File: src/hw/rtl/sbd_pkg.sv
package sbd_pkg;

    localparam int VALUE_WIDTH = 64;
    // decimal digits of the largest magnitude, 2^(VALUE_WIDTH-1)
    localparam int DIGITS      = 19;
    localparam int BCD_WIDTH   = DIGITS * 4;
    localparam int DIGIT_WIDTH = 4;
    localparam int POS_WIDTH   = 5;
    localparam int ITER_WIDTH  = $clog2(VALUE_WIDTH);

    typedef logic [VALUE_WIDTH-1:0] mag_t;
    typedef logic [BCD_WIDTH-1:0]   bcd_t;
    typedef logic [POS_WIDTH-1:0]   pos_t;

    typedef struct packed {
        logic neg;
        mag_t mag;
    } job_t;

    typedef struct packed {
        logic valid;
        job_t job;
    } queue_head_t;

    typedef struct packed {
        logic valid;
        logic neg;
        pos_t count;
        bcd_t bcd;
    } conv_result_t;

endpackage

File: src/hw/rtl/sbd_front.sv
module sbd_front (
    input  logic                       clk,
    input  logic                       rst_n,
    input  logic                       start,
    input  logic [63:0]                value,
    output logic                       busy,
    output sbd_pkg::queue_head_t       head,
    input  logic                       pop
);

    sbd_pkg::job_t queue_reg [2];
    logic          wr_ptr_reg, wr_ptr_next;
    logic          rd_ptr_reg, rd_ptr_next;
    logic [1:0]    fill_reg,   fill_next;

    sbd_pkg::mag_t low_bits;
    sbd_pkg::job_t job_in;
    logic          push;
    logic          take;

    // drop bits above the configured width, then take the magnitude
    always_comb
    begin
        low_bits   = value[sbd_pkg::VALUE_WIDTH-1:0];
        job_in.neg = low_bits[sbd_pkg::VALUE_WIDTH-1];
        job_in.mag = job_in.neg ? (~low_bits + sbd_pkg::mag_t'(1)) : low_bits;
    end

    assign busy       = fill_reg[1];
    assign push       = start && !busy;
    assign head.valid = (fill_reg != 2'd0);
    assign head.job   = queue_reg[rd_ptr_reg];
    assign take       = pop && head.valid;

    always_comb
    begin
        wr_ptr_next = push ? ~wr_ptr_reg : wr_ptr_reg;
        rd_ptr_next = take ? ~rd_ptr_reg : rd_ptr_reg;
        fill_next   = fill_reg;
        if (push && !take)
        begin
            fill_next = fill_reg + 2'd1;
        end
        else if (take && !push)
        begin
            fill_next = fill_reg - 2'd1;
        end
    end

    always_ff @(posedge clk or negedge rst_n)
    begin
        if (!rst_n)
        begin
            wr_ptr_reg <= 1'b0;
            rd_ptr_reg <= 1'b0;
            fill_reg   <= 2'd0;
        end
        else
        begin
            wr_ptr_reg <= wr_ptr_next;
            rd_ptr_reg <= rd_ptr_next;
            fill_reg   <= fill_next;
        end
    end

    always_ff @(posedge clk)
    begin
        if (push)
        begin
            queue_reg[wr_ptr_reg] <= job_in;
        end
    end

endmodule

File: src/hw/rtl/sbd_convert.sv
module sbd_convert (
    input  logic                       clk,
    input  logic                       rst_n,
    input  sbd_pkg::queue_head_t       head,
    output logic                       pop,
    output sbd_pkg::conv_result_t      result,
    input  logic                       result_take
);

    typedef enum logic [1:0] {
        ST_IDLE,
        ST_SHIFT,
        ST_HOLD
    } state_t;

    state_t                          state_reg, state_next;
    sbd_pkg::mag_t                   shift_reg, shift_next;
    sbd_pkg::bcd_t                   bcd_reg,   bcd_next;
    logic                            neg_reg,   neg_next;
    logic [sbd_pkg::ITER_WIDTH-1:0]  iter_reg,  iter_next;

    sbd_pkg::bcd_t adjusted;
    sbd_pkg::pos_t count;

    // add 3 to every digit of 5 or more ahead of the shift
    always_comb
    begin
        for (int i = 0; i < sbd_pkg::DIGITS; i++)
        begin
            if (bcd_reg[i*4 +: 4] >= 4'd5)
            begin
                adjusted[i*4 +: 4] = bcd_reg[i*4 +: 4] + 4'd3;
            end
            else
            begin
                adjusted[i*4 +: 4] = bcd_reg[i*4 +: 4];
            end
        end
    end

    // highest nonzero digit sets the count
    always_comb
    begin
        count = '0;
        for (int i = 0; i < sbd_pkg::DIGITS; i++)
        begin
            if (bcd_reg[i*4 +: 4] != 4'd0)
            begin
                count = sbd_pkg::POS_WIDTH'(i + 1);
            end
        end
    end

    assign result.valid = (state_reg == ST_HOLD);
    assign result.neg   = neg_reg;
    assign result.count = count;
    assign result.bcd   = bcd_reg;

    always_comb
    begin
        state_next = state_reg;
        shift_next = shift_reg;
        bcd_next   = bcd_reg;
        neg_next   = neg_reg;
        iter_next  = iter_reg;
        pop        = 1'b0;
        unique case (state_reg)
            ST_IDLE:
            begin
                if (head.valid)
                begin
                    pop        = 1'b1;
                    shift_next = head.job.mag;
                    neg_next   = head.job.neg;
                    bcd_next   = '0;
                    iter_next  = '0;
                    state_next = ST_SHIFT;
                end
            end
            ST_SHIFT:
            begin
                bcd_next   = {adjusted[sbd_pkg::BCD_WIDTH-2:0],
                              shift_reg[sbd_pkg::VALUE_WIDTH-1]};
                shift_next = {shift_reg[sbd_pkg::VALUE_WIDTH-2:0], 1'b0};
                iter_next  = iter_reg + 1'b1;
                if (iter_reg == sbd_pkg::ITER_WIDTH'(sbd_pkg::VALUE_WIDTH - 1))
                begin
                    state_next = ST_HOLD;
                end
            end
            ST_HOLD:
            begin
                if (result_take)
                begin
                    state_next = ST_IDLE;
                end
            end
            default:
            begin
                state_next = ST_IDLE;
            end
        endcase
    end

    always_ff @(posedge clk or negedge rst_n)
    begin
        if (!rst_n)
        begin
            state_reg <= ST_IDLE;
            shift_reg <= '0;
            bcd_reg   <= '0;
            neg_reg   <= 1'b0;
            iter_reg  <= '0;
        end
        else
        begin
            state_reg <= state_next;
            shift_reg <= shift_next;
            bcd_reg   <= bcd_next;
            neg_reg   <= neg_next;
            iter_reg  <= iter_next;
        end
    end

endmodule

File: src/hw/rtl/sbd_emit.sv
module sbd_emit (
    input  logic                          clk,
    input  logic                          rst_n,
    input  sbd_pkg::conv_result_t         result,
    output logic                          result_take,
    output logic                          strobe,
    output logic [sbd_pkg::DIGIT_WIDTH-1:0] digit,
    output sbd_pkg::pos_t                 position,
    output logic                          negative,
    output sbd_pkg::pos_t                 digit_count,
    output logic                          last
);

    logic          active_reg, active_next;
    sbd_pkg::bcd_t bcd_reg,    bcd_next;
    sbd_pkg::pos_t pos_reg,    pos_next;
    sbd_pkg::pos_t count_reg,  count_next;
    logic          neg_reg,    neg_next;

    logic                             strobe_reg, strobe_next;
    logic [sbd_pkg::DIGIT_WIDTH-1:0]  digit_reg,  digit_next;
    sbd_pkg::pos_t                    opos_reg,   opos_next;
    logic                             oneg_reg,   oneg_next;
    sbd_pkg::pos_t                    ocount_reg, ocount_next;
    logic                             last_reg,   last_next;

    logic final_digit;

    assign result_take = result.valid && !active_reg;
    // zero still gives one transaction
    assign final_digit = (count_reg == '0) || (pos_reg == count_reg - sbd_pkg::pos_t'(1));

    always_comb
    begin
        active_next = active_reg;
        bcd_next    = bcd_reg;
        pos_next    = pos_reg;
        count_next  = count_reg;
        neg_next    = neg_reg;
        strobe_next = 1'b0;
        digit_next  = digit_reg;
        opos_next   = opos_reg;
        oneg_next   = oneg_reg;
        ocount_next = ocount_reg;
        last_next   = last_reg;
        if (active_reg)
        begin
            strobe_next = 1'b1;
            digit_next  = bcd_reg[sbd_pkg::DIGIT_WIDTH-1:0];
            opos_next   = pos_reg;
            oneg_next   = neg_reg;
            ocount_next = count_reg;
            last_next   = final_digit;
            bcd_next    = bcd_reg >> sbd_pkg::DIGIT_WIDTH;
            pos_next    = pos_reg + sbd_pkg::pos_t'(1);
            active_next = !final_digit;
        end
        else if (result.valid)
        begin
            active_next = 1'b1;
            bcd_next    = result.bcd;
            pos_next    = '0;
            count_next  = result.count;
            neg_next    = result.neg;
        end
    end

    always_ff @(posedge clk or negedge rst_n)
    begin
        if (!rst_n)
        begin
            active_reg <= 1'b0;
            strobe_reg <= 1'b0;
        end
        else
        begin
            active_reg <= active_next;
            strobe_reg <= strobe_next;
        end
    end

    always_ff @(posedge clk)
    begin
        bcd_reg    <= bcd_next;
        pos_reg    <= pos_next;
        count_reg  <= count_next;
        neg_reg    <= neg_next;
        digit_reg  <= digit_next;
        opos_reg   <= opos_next;
        oneg_reg   <= oneg_next;
        ocount_reg <= ocount_next;
        last_reg   <= last_next;
    end

    assign strobe      = strobe_reg;
    assign digit       = digit_reg;
    assign position    = opos_reg;
    assign negative    = oneg_reg;
    assign digit_count = ocount_reg;
    assign last        = last_reg;

endmodule

File: src/hw/rtl/signed_binary_to_decimal_digits_top.sv
// Channel   Handshake                 Payload
// input     start / busy              value[63:0] (signed)
// result    strobe (one cycle each)   digit[3:0] position[4:0] negative
//                                     digit_count[4:0] last
//
// An item passes the bit-serial double dabble converter at one input bit per
// cycle, after a pop from the queue, and is then handed off to the emitter.
// Digits leave one per cycle, up to 19 per item, while the next item converts.
// A two-entry queue sits between input and converter; busy is high while full.
// Reset empties the queue and drops any item in flight; no clearing pass.
// Results are never held off by the receiver.
module signed_binary_to_decimal_digits_top (
    input  logic        clk,
    input  logic        rst_n,
    input  logic        start,
    input  logic [63:0] value,
    output logic        busy,
    output logic        strobe,
    output logic [3:0]  digit,
    output logic [4:0]  position,
    output logic        negative,
    output logic [4:0]  digit_count,
    output logic        last
);

    sbd_pkg::queue_head_t  head;
    logic                  pop;
    sbd_pkg::conv_result_t result;
    logic                  result_take;

    sbd_front u_front (
        .clk   (clk),
        .rst_n (rst_n),
        .start (start),
        .value (value),
        .busy  (busy),
        .head  (head),
        .pop   (pop)
    );

    sbd_convert u_convert (
        .clk         (clk),
        .rst_n       (rst_n),
        .head        (head),
        .pop         (pop),
        .result      (result),
        .result_take (result_take)
    );

    sbd_emit u_emit (
        .clk         (clk),
        .rst_n       (rst_n),
        .result      (result),
        .result_take (result_take),
        .strobe      (strobe),
        .digit       (digit),
        .position    (position),
        .negative    (negative),
        .digit_count (digit_count),
        .last        (last)
    );

endmodule

File: config.mk
export PLATFORM = sky130hd
export DESIGN_NAME = signed_binary_to_decimal_digits_top
export DESIGN_NICKNAME = d
export VERILOG_FILES = /design/src/hw/rtl/sbd_pkg.sv /design/src/hw/rtl/sbd_front.sv /design/src/hw/rtl/sbd_convert.sv /design/src/hw/rtl/sbd_emit.sv /design/src/hw/rtl/signed_binary_to_decimal_digits_top.sv
export SDC_FILE = /design/constraint.sdc
export NUM_CORES = 1
export LEC_CHECK = 0
export ABC_CLOCK_PERIOD_IN_PS = 8610
export BUFFER_PORTS_ARGS = -buffer_cell sky130_fd_sc_hd__buf_2
export CORE_AREA = 2 2 177 197
export CTS_CLUSTER_SIZE = 25
export DETAILED_ROUTE_END_ITERATION = 10
export DIE_AREA = 0 0 179 199
export HOLD_SLACK_MARGIN = 0.15
export PLACE_DENSITY = 0.7
export SYNTH_ARGS = -nofsm -noshare
export SYNTH_HDL_FRONTEND = slang
export SYNTH_SLANG_ARGS = --single-unit
File: constraint.sdc
create_clock -name clk -period 8.61 [get_ports clk]
set_clock_uncertainty 0.2 [all_clocks]
set_input_delay 0.4305 -clock clk [delete_from_list [all_inputs] [get_ports clk]]
set_output_delay 0.4305 -clock clk [all_outputs]
set_load 0.02 [all_outputs]
Yosys cells after proc, flatten, opt, wreduce, memory -nomap -nowiden. Memories as Yosys holds them, arrays and structs flattened. Cells that the tools add are included.

Add/subtract/negate cells: 25. Order comparisons: 19. Eq/ne operators: 7. Muxes and demuxes: 61. Bitwise logic cells: 4. Reductions and logical operators: 42.

Operators with widths (number): $pmux W76 S2 (1); $mux W72 (2); $mux W64 (2); $pmux W64 S2 (1); $mux W4 (26); $ge A4 B3 Y1 const B (19); $mux W76 (1); $reduce_bool A4 Y1 (19); $add A4 B2 Y4 const B (18); $add A64 B1 Y64 const B (1); $not A64 Y64 (1); $mux W2 (9); $mux W3 (5); $pmux W6 S2 (1); $mux W5 (2); $mux W1 (9); $reduce_bool A2 Y1 (4); $add A6 B1 Y6 const B (1); $eq A6 B6 Y1 const B (1); $mux W6 (1); $pmux W2 S3 (1); $reduce_and A2 Y1 (3); $add A5 B1 Y5 const B (1); $eq A5 B5 Y1 (1); 17 further kinds (28).

Bits in registers: 258. Memory bits (writable): 130. Input bits: 67. Output and inout bits: 18. Logic and storage cells: 181. Memories: 1.

Memories: u_front.queue_reg (depth 2, width 65, read ports 1, clocked after memory_dff 0, wr ports 1, RTL line sbd_front.sv:11) `sbd_pkg::job_t queue_reg [2];`.

Longest topological paths before layout. Gate-level depths: netlist of the first run.

Depth after elaboration: 19. Depth in mapped cells: 8. Gate-level depth less buffers: 7.

Hierarchy. Synthesis of the first run repeated with hierarchy kept, for this count alone.

Cell total of the unflattened synthesis: 1484. Area, all modules: 18611.6 um2.

Modules (own cells, without submodules): sbd_convert (instances 1, cells each 820, area an instance 7940.1 um2, seq. area each 3728.6 um2); sbd_front (instances 1, cells each 433, area an instance 6396.1 um2, seq. area each 4003.8 um2); sbd_emit (instances 1, cells each 231, area an instance 4275.4 um2, seq. area each 3103.0 um2).

Worst setup path after synthesis of the first run. Ideal clock, no wire load.

Kind: flip-flop to flip-flop. Start: register u_front.fill_reg[1]. End: memory u_front.queue_reg[0][0] (netlist name), enable pin. Library setup time: 0.488 ns. Data arrival time: 3.425 ns. Data required time: 7.922 ns. Path slack: 4.497 ns. Cell stages (with the launch flop): 3. Buffers on the path: 0. Period minus slack after synthesis: 4.113 ns. Path through: dfrtp_1 > nand2b_1 > nor2_1.

Longest elaborated chain between the ends: 4.

Ends and longest elaborated chain: from (decl) (RTL line sbd_front.sv:14) `logic [1:0] fill_reg, fill_next;`; from (signal assigned) (RTL line sbd_front.sv:62) `fill_reg <= fill_next;`; $logic_not A1 Y1 (RTL line sbd_front.sv:30) `assign push = start && !busy;`; $logic_and A1 B1 Y1 (RTL line sbd_front.sv:30); $mux W1 (RTL line sbd_front.sv:68) `if (push)`; $mux W1 (not written as such) (RTL line sbd_front.sv:70) `queue_reg[wr_ptr_reg] <= job_in;`; to (decl) (RTL line sbd_front.sv:11).

Every way passes these cells.

==> results of run 1 <==
==> per-stage QoR <==
step | hold WS (ps) | std cells | setup WS [ps] | cell area [µm²]
floorplan | -65.1 | 1549 | 4500 | 18300
global placement | 202 | 2003 | 5620 | 19100
detailed placement | 205 | 2003 | 5560 | 19100
CTS | 162 | 2141 | 5580 | 21100
global route | 173 | 2141 | 5310 | 21100
finish | 190 | 2141 | 5540 | 21100
==> area by class of cell <==
| cell class | instances | area, µm² |
|---|---|---|
| fillers | 2623 | 12600 |
| flip-flops and latches | 388 | 10800 |
| multi-input cells | 1034 | 7000 |
| clock buffers | 59 | 1180 |
| repair buffers | 159 | 1140 |
| well taps | 438 | 548 |
| clock inverters | 17 | 180 |
| inverters | 46 | 173 |
==> worst paths after layout <==
| path | startpoint | to | slack [ps] | cells past startpoint |
|---|---|---|---|---|
| worst max-delay path | value[4] | u_front.queue_reg[0][59] | 5540 | 7 |
| worst min-delay path | value[25] | u_front.queue_reg[1][25] | 190 | 2 |
| worst max register to register | u_convert.state_reg[1] | u_front.fill_reg[1] | 5560 | 8 |
| worst min register to register | u_emit.bcd_reg[0] | u_emit.digit[0] | 210 | 0 |
| max in group asynchronous | rst_n | u_convert.bcd_reg[16] | 6380 | 3 |
| min in group asynchronous | rst_n | u_convert.shift_reg[15] | 330 | 2 |
==> cell usage after synthesis, types with 9 or more instances <==
cell type,count,share of area [%]
nor2_1,41,0.84
o31ai_1,43,1.8
buf_1,9,0.18
a22o_1,14,0.67
xor2_1,9,0.43
nor3b_1,25,1.0
o21ai_0,195,5.3
nand3_1,15,0.41
dfrtp_1,155,21
or4_1,11,0.45
clkbuf_1,69,1.4
nand2_1,199,4.1
nand2b_1,24,0.82
edfxtp_1,229,38
a21oi_1,57,1.6
a32o_1,19,1.0
xnor2_1,89,4.3
mux2i_1,65,3.6
mux2_2,36,2.2
o22ai_1,34,1.2
ha_1,46,3.1
inv_1,46,0.94
o21ai_1,14,0.38
o41ai_1,11,0.53
==> timing repair <==
item / in CTS / in global routing
hold buffers: 62 / 0
endpoints found under the setup margin: 0 / 0
hold endpoints to repair: 210 / 0
resized for setup: 0 / 0
==> layer usage <==
| metal | up-vias | wire length [µm] |
|---|---|---|
| li1 | 5939 | - |
| met1 | 6052 | 16400 |
| met2 | 286 | 18900 |
| met3 | 70 | 1540 |
| met4 | 0 | 880 |
| met5 | - | 0 |
==> worst register-to-register path, stage by stage (launching register included) <==
cell and delay [ps]:
dfrtp_1 490, nor3_2 210, buf_4 520, inv_1 510, buf_4 390, ha_1 260, xor2_1 140, nor2_1 120
xor2_1 140
==> where the power goes <==
group / leakage (nW) / switching, mW / internal [mW] / total, mW
clock network: 0.664 / 0.703 / 1.07 / 1.77
registers: 4.17 / 0.283 / 2.43 / 2.72
logic: 3.32 / 0.927 / 0.674 / 1.60
total: 8.16 / 1.91 / 4.18 / 6.09
==> kinds of logic after synthesis <==
kind of cell,Yosys count,synth area share [%]
compound gates,413,14.1
flops,388,59.2
xor+xnor,98,4.69
simple gates,376,10.3
mux,101,5.77
buf+inv,127,2.70
fa+ha+maj,46,3.15
==> results.yml, run 1 <==
status:
  status: "finished clean"
final_layout:
  antenna_cells: 0
  fin_nets: 1783
  area_growth_pct: 15.2
  mostFrequentLayoutCell: "edfxtp_1"
  final_cell_mix: "edfxtp_1, nand2_1, o21ai_0, dfrtp_1, xnor2_1"
  final_util_pct: 62.6
  largest_reg_flops: 130
  layout-drive-gt1-share_pct: 13.7
routing:
  avgViaCountPerCell: 5.77
  drtIter0Drc: 837
  ant_nets: 0
  drcViolationCount: 0
  wl_um: 37700
  wl_per_cell_um: 17.6
  route.vias.total: 12300
  dr.pass1.iters: 7
grt:
  grt.met2_usage_pct: 38.8
  grt_pass1_wl_um: 63200
  grt_util_all_layers_pct: 22.1
  use_met3_pct: 3.08
  grt_use_met1_pct: 28.5
  grt.busiest_layer: "met2"
  grt_pass1_vias: 12700
  grt_max_degree: 89
  antenna_found_initial: 0
  grt-ovfl-total: 0
die:
  ioPinCount: 85
  rows: 71
  coreArea_um2: 33700
  die_w_um: 179
  die_y_um: 199
  initial_core_util_pct: 54.3
  dieArea_um2: 35600
placed_design:
  numPortBuffers: 84
  finalWeightedCongestion: 0.773
  hpwl_um: 22800
sta:
  period_share_pct: 35.7
  worst_pin_slew_ps: 904
  tns_ps: 0
  finalHoldViolCount: 0
  fmax_mhz: 326
  period_minus_slack_ps: 3070
  setup-violations-final: 0
  drv_slew: 0
  relSlewSlack_pct: 39.7
  rsz0062_at_grt: "false"
clock_tree:
  clockBufferDepth: 3
  post_cts.repair.setup_buffers: 0
  h-tree-depth: 2
  cts_made_buffers: 41
  clk_latency_ps: 540
  cts.clk_slew.worst_paths_ps: 60
  cts_sinks: 388
  cts-root-buf: "clkbuf_16"
  cts_tree: "yes"
power:
  power_mw: 6.09
  p_leak_nw: 8.16
  ir_drop_mv: 0.158
  p_per_area_nw_per_um2: 289
critical_path:
  crit_chain: "dlygate4sd3_1 > buf_2 > or3_1 > nor4_2 > nand4_4 > o41ai_2 > xnor2_1"
  worstPathRequired_ps: 8690
  cp_num_buf_inv: 2
  cp_top_family: "simple AND/OR/NAND/NOR gates"
  crit_fanout: 15
  cp_slowest_cell: "dlygate4sd3_1"
  arrival_ps: 3150
  start_kind: "input pin"
  end_kind: "flop"
  max_stage_delay_ps: 550
  crit_type: "in -> reg"
yosys:
  synth_ff_type: "edfxtp_1"
  ys_async_sr_fraction_pct: 39.9
  synth_area_um2: 18300
  synth_edf_count: 229
  syn_area_per_cell_um2: 11.8
  ys_seq_area_share_pct: 59.2
  yosysWarnings: 0
  ys_ff_latch: 388
  synthDistinctLibCells: 59
  netlist_instances: 1549
  syn_nets: 1662
worst_hold_path:
  min_path_type: "in -> reg"
run:
  max_cap_violations: 0
Power figures use the tool's default switching activity.
==> run 2: changes to the inputs <==
--- a/config.mk
+++ b/config.mk
@@ -5,7 +5,7 @@
 export SDC_FILE = /design/constraint.sdc
 export NUM_CORES = 1
 export LEC_CHECK = 0
-export ABC_CLOCK_PERIOD_IN_PS = 8610
+export ABC_CLOCK_PERIOD_IN_PS = 3200
 export BUFFER_PORTS_ARGS = -buffer_cell sky130_fd_sc_hd__buf_2
 export CORE_AREA = 2 2 177 197
 export CTS_CLUSTER_SIZE = 25
==> constraint.sdc (replaced) <==
create_clock -name clk -period 3.2 [get_ports clk]
set_clock_uncertainty 0.2 [all_clocks]
set_input_delay 0.16 -clock clk [delete_from_list [all_inputs] [get_ports clk]]
set_output_delay 0.16 -clock clk [all_outputs]
set_load 0.02 [all_outputs]
==> results.yml, run 2 (synthesis results as in run 1) <==
clock_tree:
  cts_sinks: 388
  cts.clk_slew.worst_paths_ps: 60
  clockBufferDepth: 3
  clk_latency_ps: 530
  cts_tree: "yes"
  cts-root-buf: "clkbuf_16"
  cts_made_buffers: 40
  h-tree-depth: 2
sta:
  period_share_pct: 99.2
  period_minus_slack_ps: 3170
  relSlewSlack_pct: 40.6
  fmax_mhz: 315
  setup-violations-final: 0
  tns_ps: 0
  finalHoldViolCount: 0
  drv_slew: 0
  worst_pin_slew_ps: 889
  rsz0062_at_grt: "false"
grt:
  grt-ovfl-total: 0
  grt_pass1_vias: 13100
  grt_util_all_layers_pct: 22.6
  grt_max_degree: 84
  grt_pass1_wl_um: 64900
  antenna_found_initial: 0
routing:
  avgViaCountPerCell: 5.80
  wl_um: 39500
  drcViolationCount: 0
  dr.pass1.iters: 5
  wl_per_cell_um: 18.0
  ant_nets: 0
  drtIter0Drc: 775
  route.vias.total: 12700
final_layout:
  final_cell_mix: "edfxtp_1, nand2_1, o21ai_0, dfrtp_1, dlygate4sd3_1"
  largest_reg_flops: 130
  area_growth_pct: 18.4
  fin_nets: 1837
  layout-drive-gt1-share_pct: 15.0
  mostFrequentLayoutCell: "edfxtp_1"
  final_util_pct: 64.3
  antenna_cells: 0
placed_design:
  hpwl_um: 23300
  numPortBuffers: 84
  finalWeightedCongestion: 0.803
critical_path:
  crit_type: "in -> reg"
  crit_fanout: 11
  start_kind: "input pin"
  rrSetupSlack_ps: 740
  worstPathRequired_ps: 3270
  end_kind: "flop"
  arrival_ps: 3240
worst_hold_path:
  min_path_type: "reg -> reg"
die:
  coreArea_um2: 33700
  dieArea_um2: 35600
  rows: 71
  ioPinCount: 85
  die_w_um: 179
  die_y_um: 199
  initial_core_util_pct: 54.3
power:
  ir_drop_mv: 0.510
  p_per_area_nw_per_um2: 757
  p_leak_nw: 8.42
status:
  status: "finished clean"
run:
  max_cap_violations: 0
## run 2: path summary, 6_finish.rpt
check / startpoint / endpoint / cells after the start
max: value[9] / u_front.queue_reg[0][43] / 9
min: u_emit.neg_reg / u_emit.negative / 0
max reg2reg: u_convert.bcd_reg[28] / u_emit.count_reg[0] / 8
min reg2reg: u_emit.neg_reg / u_emit.negative / 0
max in group asynchronous: rst_n / u_emit.active_reg / 4
min in group asynchronous: rst_n / u_convert.shift_reg[5] / 4
## run 2: power breakdown
part	internal [mW]	switching, mW	total (mW)
Clock	2.67	1.95	4.62
Sequential	6.54	0.803	7.34
Combinational	1.95	2.47	4.42
Total	11.2	5.23	16.4
## run 2: area by class of cell
class / count / area (µm²)
well taps: 438 / 548
fillers: 2490 / 12000
clock inverters: 27 / 225
repair buffers: 214 / 1780
multi-input cells: 1034 / 7010
clock buffers: 47 / 1080
inverters: 46 / 176
flip-flops and latches: 388 / 10800
## run 2: through the flow
| step | setup WS [ps] | power, mW | hold WS (ps) | cells | area, µm² |
|---|---|---|---|---|---|
| detailed placement | 416 | 11.7 | -10.2 | 2020 | 19300 |
| finish | 27.1 | 16.4 | 219 | 2194 | 21700 |
| CTS | 31.0 | 16.5 | 181 | 2189 | 21600 |
| floorplan | 174 | 10.5 | -336 | 1549 | 18300 |
| global route | 24.9 | 17.4 | 240 | 2194 | 21700 |
| global placement | 546 | 11.5 | -23.1 | 2020 | 19300 |
## run 2: timing repair
item | CTS | global route
setup buffers | 0 | 5
hold buffers | 95 | 0
setup endpoints to repair | 0 | 14
hold endpoints to repair | 287 | 0
resized for setup | 0 | 1
## run 2: routing by layer
| layer | up-vias | track usage [%] | routed length (µm) |
|---|---|---|---|
| li1 | 6041 | - | - |
| met1 | 6285 | 28.7 | 16700 |
| met2 | 335 | 39.8 | 20000 |
| met3 | 66 | 3.04 | 1860 |
| met4 | 0 | 7.56 | 861 |
| met5 | - | 0 | 0 |
## run 2: critical path, stage by stage
cell and delay [ps]:
dlygate4sd3_1 540, buf_2 140, or4_1 610, nor2_4 300
nand4_4 140, buf_12 190, o41ai_2 380, xnor2_1 150
dlygate4sd3_1 600
==> run 3: changes to the inputs <==
--- a/config.mk
+++ b/config.mk
@@ -7,12 +7,13 @@
 export LEC_CHECK = 0
 export ABC_CLOCK_PERIOD_IN_PS = 3200
 export BUFFER_PORTS_ARGS = -buffer_cell sky130_fd_sc_hd__buf_2
-export CORE_AREA = 2 2 177 197
+export CORE_AREA = 2 2 210 233
 export CTS_CLUSTER_SIZE = 25
 export DETAILED_ROUTE_END_ITERATION = 10
-export DIE_AREA = 0 0 179 199
+export DIE_AREA = 0 0 212 235
 export HOLD_SLACK_MARGIN = 0.15
-export PLACE_DENSITY = 0.7
+export PLACE_DENSITY = 0.52
+export SLEW_MARGIN = 20
 export SYNTH_ARGS = -nofsm -noshare
 export SYNTH_HDL_FRONTEND = slang
 export SYNTH_SLANG_ARGS = --single-unit
==> results.yml, run 3 (synthesis results as in run 1) <==
worst_hold_path:
  min_path_type: "reg -> reg"
  hold_depth: 0
routing:
  ant_nets: 0
  drcViolationCount: 0
  route.vias.total: 12400
  drtIter0Drc: 583
  avgViaCountPerCell: 5.12
  wl_per_cell_um: 17.0
  wl_um: 40900
  dr.pass1.iters: 7
sta:
  worst_pin_slew_ps: 844
  period_minus_slack_ps: 3090
  rsz0062_at_grt: "false"
  tns_ps: 0
  finalHoldViolCount: 0
  setup-violations-final: 0
  period_share_pct: 96.7
  relSlewSlack_pct: 43.6
  fmax_mhz: 323
  drv_slew: 0
clock_tree:
  h-tree-depth: 2
  clk_latency_ps: 560
  clockBufferDepth: 3
  cts_tree: "yes"
  cts_sinks: 388
  cts-root-buf: "clkbuf_16"
  cts.clk_slew.worst_paths_ps: 60
  cts_made_buffers: 43
run:
  max_cap_violations: 0
final_layout:
  nFillCells: 4299
  fin_nets: 1844
  final_cell_mix: "edfxtp_1, nand2_1, o21ai_0, dfrtp_1, dlygate4sd3_1"
  largest_reg_flops: 130
  mostFrequentLayoutCell: "edfxtp_1"
  area_growth_pct: 20.3
  fin_cells: 2410
  layout-drive-gt1-share_pct: 14.3
  antenna_cells: 0
grt:
  grt_pass1_vias: 12700
  antenna_found_initial: 0
  grt_max_degree: 62
  grt_pass1_wl_um: 67200
  grt-ovfl-total: 0
  grt_util_all_layers_pct: 16.7
placed_design:
  dp_cells: 2223
  finalWeightedCongestion: 0.746
  numPortBuffers: 84
  hpwl_um: 24700
critical_path:
  end_kind: "flop"
  worstPathRequired_ps: 3300
  rr_worst_depth: 7
  crit_fanout: 2
  arrival_ps: 3190
  crit_type: "in -> reg"
  rrSetupSlack_ps: 590
  start_kind: "input pin"
power:
  seq_power_share_pct: 44.0
  p_switching_mw: 5.27
  internal_power_mw: 11.2
  p_sw_share_pct: 31.9
  p_leak_nw: 8.44
  ir_drop_mv: 0.606
  p_per_area_nw_per_um2: 749
  combinationalPowerShare_pct: 27.5
  pwr-share-clk_pct: 28.5
die:
  rows: 84
  initial_core_util_pct: 38.6
  dieArea_um2: 49800
  die_w_um: 212
  die_y_um: 235
  coreArea_um2: 47400
  ioPinCount: 85
status:
  status: "finished clean"
[run 3: stage by stage]
step	util, %	setup slack, ps	hold WS, ps	total power [mW]	area, µm²
6_report	46.4	106	218	16.5	22000
5_1_grt	46.4	10.5	226	17.6	22000
4_1_cts	46.3	36.9	220	16.7	21900
3_5_place_dp	41.3	411	12.6	11.8	19600
3_3_place_gp	41.3	497	9.55	11.7	19600
2_1_floorplan	-	174	-336	10.5	18300
[run 3: final timing paths]
kind,from,end
max,value[60],u_front.queue_reg[0][62]
min,u_emit.bcd_reg[1],u_emit.digit[1]
max reg2reg,u_convert.bcd_reg[4],u_emit.count_reg[1]
min reg2reg,u_emit.bcd_reg[1],u_emit.digit[1]
max in group asynchronous,rst_n,u_emit.active_reg
min in group asynchronous,rst_n,u_convert.shift_reg[30]
[run 3: cell type report]
type / instances / area [µm²] / area share, %
flip-flops and latches: 388 / 10800 / 49.3
multi-input cells: 1034 / 7020 / 31.9
repair buffers: 218 / 1850 / 8.40
clock buffers: 62 / 1180 / 5.35
well taps: 645 / 807 / 3.67
inverters: 46 / 176 / 0.802
clock inverters: 17 / 143 / 0.648
[run 3: worst max-delay path: stages]
cell           delay, ps
dlygate4sd3_1        540
buf_2                140
or4_1                580
dlygate4sd3_1        600
nor2_1               140
nand4_1              110
o31ai_1              260
xnor2_1               90
dlygate4sd3_1        570
[run 3: repair_timing]
action	CTS	global route
endpoints found under the setup margin	0	20
hold buffers	104	0
gates resized for setup	0	2
setup buffers	0	4
hold endpoints to repair	286	0
[run 3: power groups by stage]
stage / combinational (mW) / clock [mW] / sequential [mW]
finish: 4.54 / 4.70 / 7.25
CTS: 4.62 / 4.86 / 7.24
global route: 5.16 / 5.04 / 7.40
floorplan: 3.36 / 0 / 7.10
detailed placement: 4.49 / 0 / 7.33
global placement: 4.37 / 0 / 7.30
[run 3: layer usage]
layer  share of wire (%)  GRT usage [%]
met1                  45           21.5
met2                  49           28.7
met3                 3.1           2.45
met4                 2.2           5.38
met5                   0              0
